===== src/sv/sequential_label_remap_defines.svh =====
// Assertion macros used by the datapath RTL.
`ifndef SEQUENTIAL_LABEL_REMAP_DEFINES_SVH
`define SEQUENTIAL_LABEL_REMAP_DEFINES_SVH

`ifndef NO_ASSERTIONS

// check prop on every clock edge outside reset
`define SRL_ASSERT(lbl, clk, rstn, prop) \
	lbl: assert property (@(posedge clk) disable iff (!rstn) prop) \
		else $error("sequential_label_remap: assertion failed");

// check prop on every clock edge, reset included
`define SRL_ASSERT_ALWAYS(lbl, clk, prop) \
	lbl: assert property (@(posedge clk) prop) \
		else $error("sequential_label_remap: assertion failed");

`else

`define SRL_ASSERT(lbl, clk, rstn, prop)
`define SRL_ASSERT_ALWAYS(lbl, clk, prop)

`endif

`endif


===== src/sv/srl_pkg.sv =====
`default_nettype none

package srl_pkg;

	localparam int LABEL_W = 12;
	localparam int DATA_W  = 16;

	typedef enum logic [1:0] {
		ST_CLEAR,
		ST_IDLE,
		ST_LOOKUP
	} state_t;

	// controller to datapath
	typedef struct packed {
		logic clr;      // clear one table entry, advance sweep
		logic rd;       // capture input label, read its entry
		logic resolve;  // decide result, load output, write entry if label is new
	} cmd_t;

	// datapath to controller
	typedef struct packed {
		logic clr_done; // last entry is being cleared
		logic out_free; // output register can take a word this cycle
	} sts_t;

endpackage

`default_nettype wire


===== src/sv/srl_ctrl.sv =====
`default_nettype none

module srl_ctrl (
	input  wire logic           clk,
	input  wire logic           arst_n,
	input  wire logic           in_valid,
	output logic                in_ready,
	input  wire srl_pkg::sts_t  sts,
	output srl_pkg::cmd_t       cmd
);

	srl_pkg::state_t state_q, state_d;

	always_ff @(posedge clk or negedge arst_n) begin
		if (!arst_n) begin
			state_q <= srl_pkg::ST_CLEAR;
		end else begin
			state_q <= state_d;
		end
	end

	always_comb begin
		state_d     = state_q;
		in_ready    = 1'b0;
		cmd         = '0;
		case (state_q)
			srl_pkg::ST_CLEAR: begin
				cmd.clr = 1'b1;
				if (sts.clr_done) begin
					state_d = srl_pkg::ST_IDLE;
				end
			end
			srl_pkg::ST_IDLE: begin
				in_ready = 1'b1;
				if (in_valid) begin
					cmd.rd  = 1'b1;
					state_d = srl_pkg::ST_LOOKUP;
				end
			end
			srl_pkg::ST_LOOKUP: begin
				// hold until the output register has room
				if (sts.out_free) begin
					cmd.resolve = 1'b1;
					state_d     = srl_pkg::ST_IDLE;
				end
			end
			default: begin
				state_d = srl_pkg::ST_CLEAR;
			end
		endcase
	end

endmodule

`default_nettype wire


===== config.mk =====
export PLATFORM = sky130hd
export DESIGN_NAME = srl_ctrl
export DESIGN_NICKNAME = d
export VERILOG_FILES = /design/src/sv/sequential_label_remap_defines.svh /design/src/sv/srl_pkg.sv /design/src/sv/srl_ctrl.sv
export SDC_FILE = /design/constraint.sdc
export NUM_CORES = 1
export LEC_CHECK = 0
export BUFFER_PORTS_ARGS = -buffer_cell sky130_fd_sc_hd__buf_2
export CORE_AREA = 5 5 42 44
export CTS_BUF_LIST = sky130_fd_sc_hd__clkbuf_8 sky130_fd_sc_hd__clkbuf_16
export DETAILED_ROUTE_END_ITERATION = 10
export DIE_AREA = 0 0 47 49
export HOLD_SLACK_MARGIN = 0.15
export RECOVER_POWER = 50
export REMOVE_ABC_BUFFERS = 1
export SYNTH_ARGS = -nofsm -noshare
export SYNTH_HDL_FRONTEND = slang
export SYNTH_SLANG_ARGS = --single-unit

===== constraint.sdc =====
create_clock -name clk -period 1.4 [get_ports clk]
set_clock_uncertainty 0.2 [all_clocks]
set_input_delay 0 -clock clk [delete_from_list [all_inputs] [get_ports clk]]
set_output_delay 0 -clock clk [all_outputs]
set_load 0.01 [all_outputs]

==> flow_summary.toml, run 1 <==
[global_routing]
grt_usage_pct = 4.15
grt_max_degree = 7
antenna_found_initial = 0
overflow = 0
grt_pass1_wl_um = 621
grt_pass1_vias = 153

[sta]
tns_ps = 0
max_slew_margin_pct = 87.9
period_minus_slack_ps = 1200
rsz0062_at_grt = "false"
timing.final.crit_share_pct = 85.8
hold_viol = 0
drv_slew = 0
setup_viol_count_final = 0
tightest_slew_ps = 182
achievable-frequency_ghz = 0.833

[synth]
synth_top_area_share_pct = 43.5
synth_top_cell_by_area = "dfrtp_1"
yosys_warnings = 0
ys_ff_latch = 2
synth_area_leaders = "dfrtp_1, mux2i_1, and2b_2"
ys_types = 10
synth.cell_area_um2 = 115
ys_seq_area_share_pct = 43.5
syn_inst = 12
syn_area_per_cell_um2 = 9.59

[die]
die_w_um = 47
fp-row-count = 14
pin_count = 9
start_util_pct = 8.21
die_h_um = 49
core-area_um2 = 1400
die_area_um2 = 2300

[route]
drtIter0Drc = 0
antenna_left = 0
post-route-drc-count = 0
top_layer_used = "met3"
routed_wl_um = 365
vias = 136
wl_per_cell_um = 8.30
drt_first_pass_iters = 1
wl_met1_um = 144
viasPerCell = 3.09
wl_met3_um = 54
route.met2.wl_um = 166

[clock_network]
root_buffer = "clkbuf_8"
cts_tree = "built"
cts_buffer_depth = 2
cts.clk_slew.worst_paths_ps = 30
worstSkewPairLatency_ps = 210
cts_buffers = 3
numClockSinks = 2
htree_levels = 1
cts_resized = 0
cts_setup_buffers = 0

[critical_path]
cp-end-kind = "output port"
path_max_fanout = 6
cp_slowest_cell = "dfrtp_1"
start_kind = "register"
max_stage_delay_ps = 410
critPathArrivalTime_ps = 1000
crit_chain = "and2b_2 > buf_2"
cp.required_ps = 1200
worstSetupPathType = "register to output port"

[power]
ir_drop_mv = 0.593
leakage_nw = 0.132
power_density_nw_per_um2 = 1950

[outcome]
outcome = "completed"

[cells_and_area]
largestRegisters = "state_q (2)"
largest_register_ffs = 2
fin_util_pct = 18.9
layout.nets = 35
area_growth_syn_to_layout_pct = 130
top_register = "state_q"
final_layout_size_suffix_gt1_share_pct = 39.3
fillers = 163
diodes = 0

[worst_hold_path]
holdCritPathClass = "register to register"

[flow_run]
cap_violations = 0

[placement]
place_congestion = 0.732
port-buffer-count = 8
## per-layer routing
layer  vias to the layer above  global-route usage [%]
li1                         73                       -
met1                        57                    4.40
met2                         6                    4.30
met3                         0                    2.95
met4                         0                    5.53
met5                         -                       0
## cell usage after synthesis (all sizes together)
cell,n
and3b,1
nor3b,1
inv,1
nor2,2
or2,1
and2b,1
mux2i,1
nand2,1
o2bb2ai,1
dfrtp,2
## cells by family after synthesis
| family | share of synthesized area [%] |
|---|---|
| AND/OR/NAND/NOR | 37.0 |
| multiplexers | 8.70 |
| AO/OA/AOI/OAI | 7.61 |
| buffers and inverters | 3.26 |
| flip-flops | 43.5 |
## critical path, delay by kind of cell, from the launching register on
family	cells	cell delay (ps)
DFF	1	410
and+or+nand+nor	1	250
buffers and inverters	1	130
## power breakdown
part           leakage (nW)  switching (mW)  internal, mW
registers            0.0252          0.0407        0.0853
logic                0.0849          0.0757        0.0916
clock network        0.0216          0.0428         0.182
## layout make-up
cell class | instances | area, um2 | area share [%]
Timing Repair Buffer | 13 | 88.8 | 33.5
Clock buffer | 3 | 41.3 | 15.6
Multi-Input combinational cell | 9 | 61.3 | 23.1
Tap cell | 16 | 20.0 | 7.55
Sequential cell | 2 | 50.0 | 18.9
Inverter | 1 | 3.75 | 1.42
## layout by cell type (no fill, tap or decap), types with 2 or more instances in the layout
| cell | instances |
|---|---|
| buf_2 | 7 |
| dlygate4sd3_1 | 5 |
| nor2_1 | 2 |
| clkbuf_8 | 3 |
| dfrtp_1 | 2 |
## through the flow
| stage | cell area (um2) | setup slack (ps) | power (mW) | hold WS [ps] | std cells |
|---|---|---|---|---|---|
| 2_1_floorplan | 115 | 239 | 0.218 | -496 | 12 |
| 3_3_place_gp | 175 | 246 | 0.290 | -414 | 36 |
| 3_5_place_dp | 175 | 233 | 0.292 | -411 | 36 |
| 4_1_cts | 267 | 175 | 0.538 | 349 | 44 |
| 5_1_grt | 265 | 117 | 0.562 | 375 | 44 |
| 6_report | 265 | 199 | 0.518 | 345 | 44 |
## path summary, 6_finish.rpt
check | cells after the start | end | slack, ps | startpoint
worst max-delay path | 2 | in_ready | 200 | state_q[1]$_DFFE_PN0P_
worst min-delay path | 1 | state_q[0]$_DFFE_PN0P_ | 340 | state_q[0]$_DFFE_PN0P_
worst max register to register | 2 | state_q[1]$_DFFE_PN0P_ | 230 | state_q[0]$_DFFE_PN0P_
worst min register to register | 1 | state_q[0]$_DFFE_PN0P_ | 340 | state_q[0]$_DFFE_PN0P_
max in group asynchronous | 3 | state_q[0]$_DFFE_PN0P_ | 420 | arst_n
min in group asynchronous | 3 | state_q[1]$_DFFE_PN0P_ | 450 | arst_n
## timing repair
item	CTS	global route
hold buffers	5	0
setup endpoints to repair	0	0
endpoints found under the hold margin	5	0
Note: power is estimated with default switching activity, not from simulation.
==> run 2: changes to the inputs <==
--- a/config.mk
+++ b/config.mk
@@ -5,7 +5,7 @@
 export SDC_FILE = /design/constraint.sdc
 export NUM_CORES = 1
 export LEC_CHECK = 0
-export BUFFER_PORTS_ARGS = -buffer_cell sky130_fd_sc_hd__buf_2
+export BUFFER_PORTS_ARGS = -buffer_cell sky130_fd_sc_hd__buf_4
 export CORE_AREA = 5 5 42 44
 export CTS_BUF_LIST = sky130_fd_sc_hd__clkbuf_8 sky130_fd_sc_hd__clkbuf_16
 export DETAILED_ROUTE_END_ITERATION = 10
==> flow_summary.toml, run 2 (synthesis gave the netlist of run 1 again) <==
[worst_hold_path]
holdCritPathClass = "register to register"
hold_start = "state_q[0]$_DFFE_PN0P_"

[sta]
hold_viol = 0
tns_ps = 0
drv_slew = 0
timing.final.crit_share_pct = 86.2
rsz0062_at_grt = "false"
setup_viol_count_final = 0
achievable-frequency_ghz = 0.829
max_slew_margin_pct = 88.3
period_minus_slack_ps = 1210
finalWorstSetupSlack_ps = 194
tightest_slew_ps = 175

[cells_and_area]
largest_register_ffs = 2
largestRegisters = "state_q (2)"
top_register = "state_q"
diodes = 0
layout.nets = 35
layout_common_cells = "buf_4, dlygate4sd3_1, clkbuf_8, nor2_1, dfrtp_1"
finalNonFillerCells = 44
final_layout_size_suffix_gt1_share_pct = 39.3
area_growth_syn_to_layout_pct = 146
layout_commonest_cell = "buf_4"

[critical_path]
crit_path_start = "state_q[1]$_DFFE_PN0P_"
critPathCapture = "in_ready"
timing.rr.end = "state_q[1]$_DFFE_PN0P_"
start_kind = "register"
cp.required_ps = 1200
r2r_setup_slack_ps = 240
reg2reg_from = "state_q[1]$_DFFE_PN0P_"
critPathArrivalTime_ps = 1010
r2r_cells = 2
path_max_fanout = 6
worstSetupPathType = "register to output port"
cp-end-kind = "output port"

[die]
core-area_um2 = 1400
die_area_um2 = 2300
die_h_um = 49
pin_count = 9
fp-row-count = 14
die_w_um = 47
start_util_pct = 8.21

[global_routing]
antenna_found_initial = 0
grt_max_degree = 7
grt_usage_pct = 3.80
grt_pass1_wl_um = 572
grt_pass1_vias = 157
overflow = 0

[route]
viasPerCell = 3.18
drt_first_pass_iters = 1
wl_per_cell_um = 7.80
vias = 140
post-route-drc-count = 0
antenna_left = 0
drtIter0Drc = 0
routed_wl_um = 343

[flow_run]
cap_violations = 0

[clock_network]
root_buffer = "clkbuf_8"
cts_tree = "built"
htree_levels = 1
cts_setup_buffers = 0
cts_buffers = 3
cts.clk_slew.worst_paths_ps = 30
numClockSinks = 2
cts_resized = 0
postCtsHoldBufs = 5
cts_buffer_depth = 2
worstSkewPairLatency_ps = 210

[outcome]
outcome = "completed"

[power]
power_density_nw_per_um2 = 1890
seqPwrFrac_pct = 23.2
leakage_nw = 0.136
ir_drop_mv = 0.608
switching_share_pct = 29.3
p_int_mw = 0.377
clock_power_share_pct = 41.6
comb_power_share_pct = 35.2
p_switching_mw = 0.156

[placement]
port-buffer-count = 8
place_inst = 36
pre_cts_slack_ps = 242
place_congestion = 0.641
run 2: changes by cell type in the layout (fill, tap and decap cells not counted):
cell | previous run | this run
buf_2 | 7 | 0
buf_4 | 0 | 6
clkbuf_4 | 0 | 1
run 2: final cells by class:
type | count | area, um2
Multi-Input combinational cell | 9 | 61.3
Timing Repair Buffer | 13 | 106
Sequential cell | 2 | 50.0
Inverter | 1 | 3.75
Tap cell | 16 | 20.0
Fill cell | 167 | 1120
Clock buffer | 3 | 41.3
run 2: how the worst min path moves through the flow:
stage                     slack, ps                      to  cells after the start
after CTS                       330  state_q[0]$_DFFE_PN0P_                      1
final                           320  state_q[0]$_DFFE_PN0P_                      1
after global routing            380  state_q[0]$_DFFE_PN0P_                      1
after detailed placement       -410  state_q[1]$_DFFE_PN0P_                      1
after global placement         -420  state_q[0]$_DFFE_PN0P_                      1
after floorplan                -500  state_q[0]$_DFFE_PN0P_                      0
run 2: power groups by stage:
stage / Combinational (mW) / Sequential, mW / Clock (mW)
floorplan: 0.103 / 0.115 / 0
global placement: 0.196 / 0.125 / 0
detailed placement: 0.196 / 0.124 / 0
CTS: 0.209 / 0.123 / 0.231
global route: 0.210 / 0.132 / 0.237
finish: 0.188 / 0.124 / 0.222
run 2: critical path, stage by stage, from the launching register on:
cell and delay (ps):
dfrtp_1 410, and2b_2 250, buf_4 140
run 2: stage by stage:
step / hold WS, ps / util (%) / power (mW) / area [um2]
3_5_place_dp: -414 / 13.9 / 0.320 / 195
5_1_grt: 377 / 20.2 / 0.580 / 283
4_1_cts: 326 / 20.4 / 0.563 / 287
2_1_floorplan: -496 / - / 0.218 / 115
3_3_place_gp: -417 / 13.9 / 0.322 / 195
6_report: 323 / 20.2 / 0.534 / 283
run 2: per-layer routing:
| metal | global-route usage (%) | vias up | wire, um |
|---|---|---|---|
| li1 | - | 72 | - |
| met1 | 4.84 | 62 | 163 |
| met2 | 3.85 | 6 | 144 |
| met3 | 2.21 | 0 | 35 |
| met4 | 4.15 | 0 | 0 |
| met5 | 0 | - | 0 |
